`src/hw/rtl/abpf_pkg.sv`:
```
`timescale 1ns / 1ps
// ----------------------------------------------------------------------------
// abpf_pkg
// Shared types and constants of the affine background pixel fetch unit.
// ----------------------------------------------------------------------------
package abpf_pkg;

  // video memory geometry
  localparam int unsigned VideoWords = 32768;
  localparam int unsigned VramAw     = 15;
  localparam int unsigned VramDw     = 16;

  // extended layer: color bit 7 becomes the priority bit
  localparam logic ExtendedLayer = 1'b0;

  // item commands
  localparam logic [1:0] CmdWrite     = 2'd0;
  localparam logic [1:0] CmdLineStart = 2'd1;
  localparam logic [1:0] CmdPixel     = 2'd2;

  // configuration register indexes
  localparam logic [2:0] RegMatrixA = 3'd0;
  localparam logic [2:0] RegMatrixB = 3'd1;
  localparam logic [2:0] RegMatrixC = 3'd2;
  localparam logic [2:0] RegMatrixD = 3'd3;
  localparam logic [2:0] RegCenterX = 3'd4;
  localparam logic [2:0] RegCenterY = 3'd5;
  localparam logic [2:0] RegRepeat  = 3'd6;
  localparam logic [2:0] RegFlip    = 3'd7;

  // repeat modes that are not wrap
  localparam logic [1:0] RepeatTransparent = 2'd2;
  localparam logic [1:0] RepeatTileZero    = 2'd3;

  typedef struct packed {
    logic signed [15:0] matrix_a;
    logic signed [15:0] matrix_b;
    logic signed [15:0] matrix_c;
    logic signed [15:0] matrix_d;
    logic signed [12:0] center_x;
    logic signed [12:0] center_y;
    logic [1:0]         repeat_mode;
    logic [1:0]         flip_control;
  } cfg_t;

  typedef struct packed {
    logic start;
    logic commit;
  } ls_ctrl_t;

  typedef struct packed {
    logic [7:0]         line_number;
    logic signed [12:0] scroll_h;
    logic signed [12:0] scroll_v;
  } ls_op_t;

  typedef struct packed {
    logic              we;
    logic [VramAw-1:0] waddr;
    logic [VramDw-1:0] wdata;
    logic              re_a;
    logic [VramAw-1:0] addr_a;
    logic              re_b;
    logic [VramAw-1:0] addr_b;
  } vram_req_t;

endpackage

```
`src/hw/rtl/abpf_line_setup.sv`:
```
`timescale 1ns / 1ps
// ----------------------------------------------------------------------------
// abpf_line_setup
// Line start coordinates: six masked products summed over a shared
// multiplier, committed to the line start registers when the item retires.
// ----------------------------------------------------------------------------
module abpf_line_setup (
  input  logic               clk_i,
  input  logic               rst_ni,
  input  abpf_pkg::cfg_t     cfg_i,
  input  abpf_pkg::ls_ctrl_t ctrl_i,
  input  abpf_pkg::ls_op_t   op_i,
  output logic               done_o,
  output logic [31:0]        line_start_x_o,
  output logic [31:0]        line_start_y_o
);

  localparam logic [2:0] StepFirstAcc = 3'd1;
  localparam logic [2:0] StepFirstY   = 3'd4;
  localparam logic [2:0] StepLast     = 3'd6;
  localparam logic [2:0] StepDone     = 3'd7;

  logic               run_q, run_d;
  logic [2:0]         cnt_q, cnt_d;
  logic [31:0]        acc_x_q, acc_x_d;
  logic [31:0]        acc_y_q, acc_y_d;
  logic [31:0]        lsx_q, lsx_d;
  logic [31:0]        lsy_q, lsy_d;
  logic signed [26:0] mul_q, mul_d;

  logic [7:0]         y8;
  logic [13:0]        diff_h;
  logic [13:0]        diff_v;
  logic signed [10:0] dx;
  logic signed [10:0] dy;
  logic signed [10:0] ly;
  logic signed [15:0] op_m;
  logic signed [10:0] op_v;
  logic [31:0]        masked;
  logic               acc_en;

  always_comb begin
    y8     = cfg_i.flip_control[1] ? ~op_i.line_number : op_i.line_number;
    diff_h = {op_i.scroll_h[12], op_i.scroll_h} - {cfg_i.center_x[12], cfg_i.center_x};
    diff_v = {op_i.scroll_v[12], op_i.scroll_v} - {cfg_i.center_y[12], cfg_i.center_y};
    // 10-bit clip: bit 13 of the difference picks the fill
    dx     = {diff_h[13], diff_h[9:0]};
    dy     = {diff_v[13], diff_v[9:0]};
    ly     = $signed({3'b000, y8});

    case (cnt_q)
      3'd0:    begin op_m = cfg_i.matrix_a; op_v = dx; end
      3'd1:    begin op_m = cfg_i.matrix_b; op_v = dy; end
      3'd2:    begin op_m = cfg_i.matrix_b; op_v = ly; end
      3'd3:    begin op_m = cfg_i.matrix_c; op_v = dx; end
      3'd4:    begin op_m = cfg_i.matrix_d; op_v = dy; end
      3'd5:    begin op_m = cfg_i.matrix_d; op_v = ly; end
      default: begin op_m = '0;             op_v = '0; end
    endcase

    mul_d  = op_m * op_v;
    masked = {{5{mul_q[26]}}, mul_q[26:6], 6'b000000};
    acc_en = run_q && (cnt_q >= StepFirstAcc) && (cnt_q <= StepLast);

    run_d   = run_q;
    cnt_d   = cnt_q;
    acc_x_d = acc_x_q;
    acc_y_d = acc_y_q;
    lsx_d   = lsx_q;
    lsy_d   = lsy_q;

    if (acc_en) begin
      if (cnt_q < StepFirstY) begin
        acc_x_d = acc_x_q + masked;
      end else begin
        acc_y_d = acc_y_q + masked;
      end
    end
    if (run_q && cnt_q != StepDone) begin
      cnt_d = cnt_q + 3'd1;
    end
    if (ctrl_i.commit) begin
      lsx_d = acc_x_q;
      lsy_d = acc_y_q;
      run_d = 1'b0;
    end
    if (ctrl_i.start) begin
      run_d   = 1'b1;
      cnt_d   = '0;
      acc_x_d = {{11{cfg_i.center_x[12]}}, cfg_i.center_x, 8'd0};
      acc_y_d = {{11{cfg_i.center_y[12]}}, cfg_i.center_y, 8'd0};
    end
  end

  always_ff @(posedge clk_i or negedge rst_ni) begin
    if (!rst_ni) begin
      run_q <= 1'b0;
      cnt_q <= '0;
      lsx_q <= '0;
      lsy_q <= '0;
    end else begin
      run_q <= run_d;
      cnt_q <= cnt_d;
      lsx_q <= lsx_d;
      lsy_q <= lsy_d;
    end
  end

  always_ff @(posedge clk_i) begin
    acc_x_q <= acc_x_d;
    acc_y_q <= acc_y_d;
    mul_q   <= mul_d;
  end

  assign done_o         = run_q && (cnt_q == StepDone);
  assign line_start_x_o = lsx_q;
  assign line_start_y_o = lsy_q;

endmodule

```
`config.mk`:
```
export PLATFORM = sky130hd
export DESIGN_NAME = abpf_line_setup
export DESIGN_NICKNAME = d
export VERILOG_FILES = /design/src/hw/rtl/abpf_pkg.sv /design/src/hw/rtl/abpf_line_setup.sv
export SDC_FILE = /design/constraint.sdc
export NUM_CORES = 1
export LEC_CHECK = 0
export BUFFER_PORTS_ARGS = -buffer_cell sky130_fd_sc_hd__buf_4
export CAP_MARGIN = 20
export CORE_MARGIN = 8
export CORE_UTILIZATION = 50
export CTS_CLUSTER_DIAMETER = 50
export DETAILED_ROUTE_END_ITERATION = 8
export PLACE_DENSITY = 0.8
export SLEW_MARGIN = 25
export SYNTH_ARGS = -nofsm -noshare
export SYNTH_HDL_FRONTEND = slang
export SYNTH_SLANG_ARGS = --single-unit
export TNS_END_PERCENT = 10
```
`constraint.sdc`:
```
create_clock -name clk_i -period 9.6 [get_ports clk_i]
set_clock_uncertainty 0.1 [all_clocks]
set_input_delay 1.92 -clock clk_i [delete_from_list [all_inputs] [get_ports clk_i]]
set_output_delay 1.92 -clock clk_i [all_outputs]
set_load 0.005 [all_outputs]
```
======== After elaboration in Yosys (flattened, before gate mapping) ========
Cells that the tools add are included.
word-level totals
  register bits after elaboration ......... 159
  bits of input ports ..................... 132
  output and inout bits ................... 65
  word-level logic and storage cells ...... 59
operators by class
  add/sub/neg operators ................... 5
  $mul .................................... 1
  order comparisons ....................... 3
  eq/ne operators ......................... 8
  multiplexer cells ....................... 13
  bitwise gates (word level) .............. 2
  reduce and logical (&&, ||, !) cells .... 18
operators by type and width
  kind                 number
  $mux 32              6
  $add 32x32->32       2
  $pmux 16 s4          1
  $pmux 11 s3          1
  $sub 13x13->14       2
  $mul 16x11->27       1
  $reduce_or 2->1      5
  $eq 3x3->1 const B   3
  $mux 8               1
  $not 8->8            1
  $reduce_and 2->1     4
  $reduce_bool 2->1    4
  $eq 3x2->1 const B   2
  $mux 3               2
  $logic_and 1x1->1    4
  $add 3x1->3 const B  1
  $eq 3x1->1 const B   1
  $ge 3x1->1 const B   1
  $le 3x3->1 const B   1
  $logic_not 3->1      1
  $lt 3x3->1 const B   1
  $ne 3x3->1 const B   1
  $mux 1               2
  $ne 2x2->1 const B   1
  $not 1->1            1

======== Depth between registers and ports, before layout ========
Gate-level depths: netlist of run 1.
  depth in word-level cells ............... 5
  depth in mapped cells ................... 33
  depth with buffers taken out ............ 33

======== Worst setup path before layout of run 1 ========
No wires, ideal clock.
  path type ............................... input to register
  from .................................... input op_i[13] in the netlist's numbering
  to ...................................... register mul_q[26]
  arrival time ............................ 8.533 ns
  setup slack ............................. 0.895 ns
  stages on the path ...................... 31
  buffers on the path ..................... 1
  cells stage by stage .................... inv_1 ha_1 inv_1 fa_1 a21o_1 a21oi_1 o21bai_1 a21oi_1 o21bai_1 a21oi_1 xnor2_1 a22oi_1 buf_2 nor2_1 fa_1 fa_1 fa_1 fa_1 inv_1 fa_1 inv_1 ha_1 a21o_1 a21oi_2 a21oi_1 o211a_1 a31o_1 o41ai_4 o2111ai_2 a21oi_2 xnor2_1
between the ends
  cells in the longest elaborated chain, start to end .. 3
RTL lines
  item                  line                    source
  start, declared       abpf_line_setup.sv:12   input abpf_pkg::ls_op_t op_i,
  $sub 13x13->14        abpf_line_setup.sv:44   diff_h = {op_i.scroll_h[12], op_i.scroll_h} - {cfg_i.center_x[12], cfg_i.center_x};
  $pmux 11 s3           abpf_line_setup.sv:51   case (cnt_q)
  $mul 16x11->27        abpf_line_setup.sv:61   mul_d = op_m * op_v;
  via mul_d[26]         abpf_line_setup.sv:29   logic signed [26:0] mul_q, mul_d;
  end signal, assigned  abpf_line_setup.sv:112  mul_q <= mul_d;
  end, declared         abpf_line_setup.sv:29
The timed path passes the listed nets, and every way through them passes these cells.
A chain may end at the register's enable or synchronous reset.

======== Worst setup path in the final report of run 1 ========
Same ends and word-level chain as after synthesis.

==> summary.md, run 1 <==
| Metric | Value |
|---|---|
| Vias | ~12000 |
| Post-Syn Area | 14600 sq um |
| Global route overflow | 0 |
| Crit path max fanout | 6 |
| Top cell type by total area after synthesis | fa_1 |
| Critical Path RT | around 9.9 ns |
| Gr usage total | roughly 22% |
| F_max | 112 MHz |
| Slowest CP cell | fa_1 |
| H-tree level count | 4 |
| Layout cells sized above 1 | between 10% and 20% |
| Initial core utilization | slightly above 50% |
| Layout area overhead | 16.1% |
| Row count | 62 |
| Syn Area/Cell | approximately 9.5 sq um |
| Post-layout nets | ~2200 |
| Final setup fails | 0 |
| Status | complete, no violations |
| Seq/Total Area, Yosys | between 20 and 25% |
| Diode count | 0 |
| Finished Core Util | between 50% and 60% |
| Initial drt markers | roughly 1100 |
| Ports | about 200 |
| Final Cycle Share | about 93% |
| Fin. max-slew vios | 0 |
| Postcts setup bufs | 0 |
| Warnings from Yosys | 0 |
| TritonCTS clock tree | yes |
| Critical Path Most Common Cell | fa_1 |
| CP Launch Type | primary input |
| WHS | between 0.4 and 0.5 ns |
| Routed len/inst | 17.9 microns |
| Input/output buffers | 181 |
| Placed cell count | between 2000 and 2500 |
| Worst slew margin | 28.0% |
| Post-synth top cells | inv_1, fa_1, nor2_1, ha_1, nand2_1 |
| Routed Antenna Nets | 0 |
| CP delay by family, top | adder cells |
| Core region area | 28800 sq um |
| Post-CTS Resized | 0 |
| Count leader, synth | inv_1 |
| Count of cell types in the netlist | 74 |
| RSZ-0062 raised after global routing | no |
| Tmin final | 8.95 ns |
| CP bufs+invs | 6 |
| Clk slew on worst S/H paths | 0.06 ns |
| Total Negative Setup Slacks | 0 ns |
| Pin count of the biggest net entering global routing | between 50 and 60 |
| Die H | 187 microns |
| CP Data Arrival Time | about 9.2 ns |
| Die width | roughly 190 microns |
| Max Cap Viol | 0 |
| Vias per cell | about 5.6 |
| Hold crit path type | flop to flop |
| CTS sink cnt | 129 |
| Initial antenna violation count | 0 |
| Worst-Margin Slew | between 1 and 1.5 ns |
| Post-synth EDFFs | between 40 and 50 |
| Synth top area cells | fa_1, ha_1, edfxtp_1 |
| Slowest Stage Delay on Critical Path | ~0.60 ns |
| Critical Path End Type | flop |
| Most used DFF post-synth | dfrtp_1 |
| CTS Buffer Depth | 2 |
| Remaining DRCs | 0 |
| First drt pass iteration count | 6 |
| First-pass GRT wire length | ~63 mm |
| Fin cells | ~2100 |
| HPWL after DPL | about 31 mm |
| Final hold violations | 0 |
| Gp weighted congestion | 0.938 |
| FILL cells | between 2000 and 2500 |
| Die area | about 35000 sq um |
| Worst setup path class | primary input to flop |
| CTS root buf | clkbuf_16 |
| Clk_lat worst skew | 0.43 ns |
| Top cell type's share of synthesized area | around 22% |
| Synthesized flop and latch total | approximately 130 |
| Final WL | approximately 38 mm |
| Ys async rst share | a little over two fifths |
| Cts hold-fix bufs | 0 |
| CTS Buf Count | 17 |
| Vias in the first global route | roughly 13000 |
| Cells after synthesis | between 1500 and 2000 |
-- sequential cells by signal, summed over array words and instances (netlist names) --
signal / count
acc_x_q: 26
acc_y_q: 26
cnt_q: 3
line_start_x_o: 26
line_start_y_o: 26
mul_q: 21
run_q: 1
-- metal layers --
layer	global-route usage (%)	part of all wire [%]	up-vias
li1	-	-	5456
met1	27.5	42	5762
met2	36.8	47	525
met3	4.49	8.6	69
met4	6.81	2.3	0
met5	0	0	-
-- cells in the final DEF (no fill, tap or decap), drive strengths merged, types with 53 or more instances in the layout --
master / synthesis / routed
a21oi: 55 / 55
buf: 21 / 199
dfrtp: 56 / 56
fa: 164 / 164
ha: 137 / 137
inv: 256 / 263
mux2: 54 / 54
nand2: 131 / 131
nor2: 152 / 152
o21ai: 67 / 67
xnor2: 53 / 53
-- kinds of logic after synthesis --
group / synth area share (%)
xor+xnor: 5.45
simple gates: 10.7
fa+ha+maj: 34.2
other cells: 0.0257
buf+inv: 8.36
compound gates: 14.0
mux: 4.43
flops: 22.9
-- stage by stage --
stage	setup slack (ns)	area (sq um)
2_1_floorplan	0.895	14700
3_3_place_gp	0.379	16400
3_5_place_dp	0.198	16400
4_1_cts	0.627	17000
5_1_grt	0.206	17000
6_report	0.646	17000
-- cell type report --
class | instances | area [sq um] | area share, %
inverters | 256 | 961 | 5.66
clock buffers | 18 | 450 | 2.65
flip-flops and latches | 129 | 3340 | 19.7
clock inverters | 14 | 125 | 0.737
multi-input cells | 1114 | 10100 | 59.5
repair buffers | 201 | 1510 | 8.88
well taps | 384 | 480 | 2.83
-- path summary, 6_finish.rpt --
path                       depth (start not counted)          startpoint  slack, ns                  to
max reg2reg                                       25            cnt_q[0]       1.85           mul_q[26]
min                                                1  line_start_x_o[30]       0.41  line_start_x_o[30]
min reg2reg                                        1  line_start_x_o[30]       0.41  line_start_x_o[30]
max in group asynchronous                          1              rst_ni       7.45  line_start_x_o[23]
min in group asynchronous                          1              rst_ni       1.44   line_start_y_o[7]
max                                               32            op_i[13]       0.65           mul_q[26]
-- worst reg2reg max path, stage by stage, from the launching register on --
cell       delay, ns
dfrtp_1         0.46
ha_1            0.26
ha_1            0.46
or2_2           0.52
a22oi_1         0.31
nand2_1         0.41
nand2_1         0.23
fa_1            0.43
fa_1            0.52
fa_1            0.55
inv_1           0.05
fa_1            0.47
inv_1           0.04
fa_1            0.47
inv_1           0.04
ha_1            0.34
a21oi_1         0.25
o2bb2ai_2       0.10
a21oi_2         0.16
a21oi_1         0.12
o211a_1         0.28
a31o_1          0.28
o41ai_4         0.32
o2111ai_2       0.21
a21oi_2         0.18
xnor2_1         0.13
Power of run 1 is left out: the tool's default activity adds up to more than one toggle a clock period on the data nets, which glitch-free logic cannot reach.
==> inputs of run 2 (changes only) <==
==> constraint.sdc (replaced) <==
create_clock -name clk_i -period 9.6 [get_ports clk_i]
set_clock_uncertainty 0.1 [all_clocks]
set_input_delay 0.96 -clock clk_i [delete_from_list [all_inputs] [get_ports clk_i]]
set_output_delay 0.96 -clock clk_i [all_outputs]
set_load 0.005 [all_outputs]
==> run 2 against run 1 <==
Die area stayed put. Highest routed layer unchanged. Final area hardly changed. Global-route usage hardly changed. Register-to-register slack hardly changed. Critical endpoint unchanged. Critical path depth is 1 lower. Non-clock buffer count is 6 lower. Maximum frequency is 6.7% higher. Sequential share of layout area hardly changed. Final cell count is 0.28% lower. Setup slack better by 0.56 ns. Via count is 0.53% lower.
==> summary.md, run 2 (synthesis gave the netlist of run 1 again) <==
| Metric | Value |
|---|---|
| Most frequent cells in the layout | inv_1, buf_4, fa_1 |
| Row count | 62 |
| Gp weighted congestion | ~0.95 |
| Core region area | around 29000 sq um |
| FILL cells | 2414 |
| Max Cap Viol | 0 |
| Total Negative Setup Slacks | 0 ns |
| Fin. max-slew vios | 0 |
| Status | complete, no violations |
| First-pass GRT wire length | around 62 mm |
| Final Cycle Share | 87.4% |
| Die width | about 190 microns |
| Reg area | ~3300 sq um |
| First drt pass iteration count | 6 |
| Remaining DRCs | 0 |
| CTS Buffer Depth | 2 |
| Initial core utilization | about half |
| Post-CTS Resized | 0 |
| Clk slew on worst S/H paths | about 0.060 ns |
| CTS Buf Count | 17 |
| Gr usage total | roughly 22% |
| CP Launch Type | primary input |
| Layout area overhead | 16.2% |
| HPWL after DPL | about 31 mm |
| Postcts setup bufs | 0 |
| Critical Path End Type | flop |
| Commonest non-fill, non-tap cell in the layout | inv_1 |
| Hold crit path type | flop to flop |
| H-tree level count | 4 |
| Slowest CP cell | a22oi_2 |
| Worst slew margin | 26.0% |
| Routed Antenna Nets | 0 |
| Post-layout nets | about 2100 |
| Slowest Stage Delay on Critical Path | around 0.74 ns |
| TritonCTS clock tree | yes |
| Die H | about 190 microns |
| CTS sink cnt | between 100 and 150 |
| Critical Path Most Common Cell | fa_1 |
| Pin count of the biggest net entering global routing | 57 |
| Final WL | roughly 38 mm |
| Worst-Margin Slew | 1.11 ns |
| F_max | ~120 MHz |
| Initial drt markers | 945 |
| Critical Path RT | 9.86 ns |
| Vias per cell | roughly 5.6 |
| Diode count | 0 |
| Clk_lat worst skew | around 0.43 ns |
| CP Data Arrival Time | 8.65 ns |
| Final hold violations | 0 |
| Vias in the first global route | ~13000 |
| Die area | approximately 35000 sq um |
| Layout cells sized above 1 | about 18% |
| Worst setup path class | primary input to flop |
| Initial antenna violation count | 0 |
| Final setup fails | 0 |
| Input/output buffers | approximately 180 |
| RSZ-0062 raised after global routing | no |
| Ports | between 150 and 200 |
| Tmin final | 8.39 ns |
| Global route overflow | 0 |
| Crit path max fanout | 17 |
| CTS root buf | clkbuf_16 |
| Multi-input logic area | 10100 sq um |
| Vias | 11700 |
| Cts hold-fix bufs | 0 |
| Routed len/inst | approximately 18 microns |
-- run 2: changes by cell type in the layout (fill, tap and decap cells not counted) --
| cell | change |
|---|---|
| buf_4 | -5 |
| clkbuf_2 | +1 |
| clkinvlp_4 | +2 |
| clkdlybuf4s18_2 | -1 |
| clkinv_2 | -2 |
| inv_4 | -2 |
| inv_8 | -1 |
| buf_2 | -1 |
| clkinv_4 | +1 |
| clkbuf_16 | -1 |
| bufinv_16 | +3 |
-- run 2: cell type report --
cell class	count	share of cell area, %
clock buffers	17	2.51
clock inverters	15	1.21
inverters	256	5.66
multi-input cells	1114	59.5
flip-flops and latches	129	19.7
well taps	384	2.83
repair buffers	195	8.59
-- run 2: path summary, 6_finish.rpt --
path	start	slack (ns)	cells after the start	to
worst max-delay path	cfg_i[5]	1.21	31	mul_q[26]
worst min-delay path	line_start_y_o[12]	0.41	1	line_start_y_o[12]
worst max register to register	cnt_q[0]	1.86	25	mul_q[26]
worst min register to register	line_start_y_o[12]	0.41	1	line_start_y_o[12]
max in group asynchronous	rst_ni	8.41	1	line_start_x_o[30]
min in group asynchronous	rst_ni	0.49	1	cnt_q[1]
-- run 2: per-stage QoR --
stage               util, %  hold WS, ns  instance area [sq um]  worst slack, ns  std cells
global placement       56.7        0.391                  16300            0.968       2076
finish                 59.0        0.406                  17000             1.21       2110
floorplan                 -        0.387                  14700             1.86       1554
CTS                    58.9        0.410                  17000             1.22       2108
detailed placement     56.7        0.397                  16300            0.807       2076
global route           59.0        0.422                  17000            0.818       2110
-- run 2: layer usage --
layer | vias up | GRT usage [%] | part of all wire [%]
met1 | 5679 | 27.1 | 40
met4 | 0 | 8.06 | 3.0
li1 | 5430 | - | -
met3 | 85 | 5.09 | 9.9
met5 | - | 0 | 0
met2 | 555 | 36.2 | 47
-- run 2: critical path: cells and delay by family --
kind,cells,cell delay [ns]
adder cells (fa/ha/maj),7,2.96
AO/OA/AOI/OAI,15,3.60
buffers and inverters,5,0.35
AND/OR/NAND/NOR,2,0.41
XOR/XNOR,2,0.34
Power of run 2 is left out for the same reason.
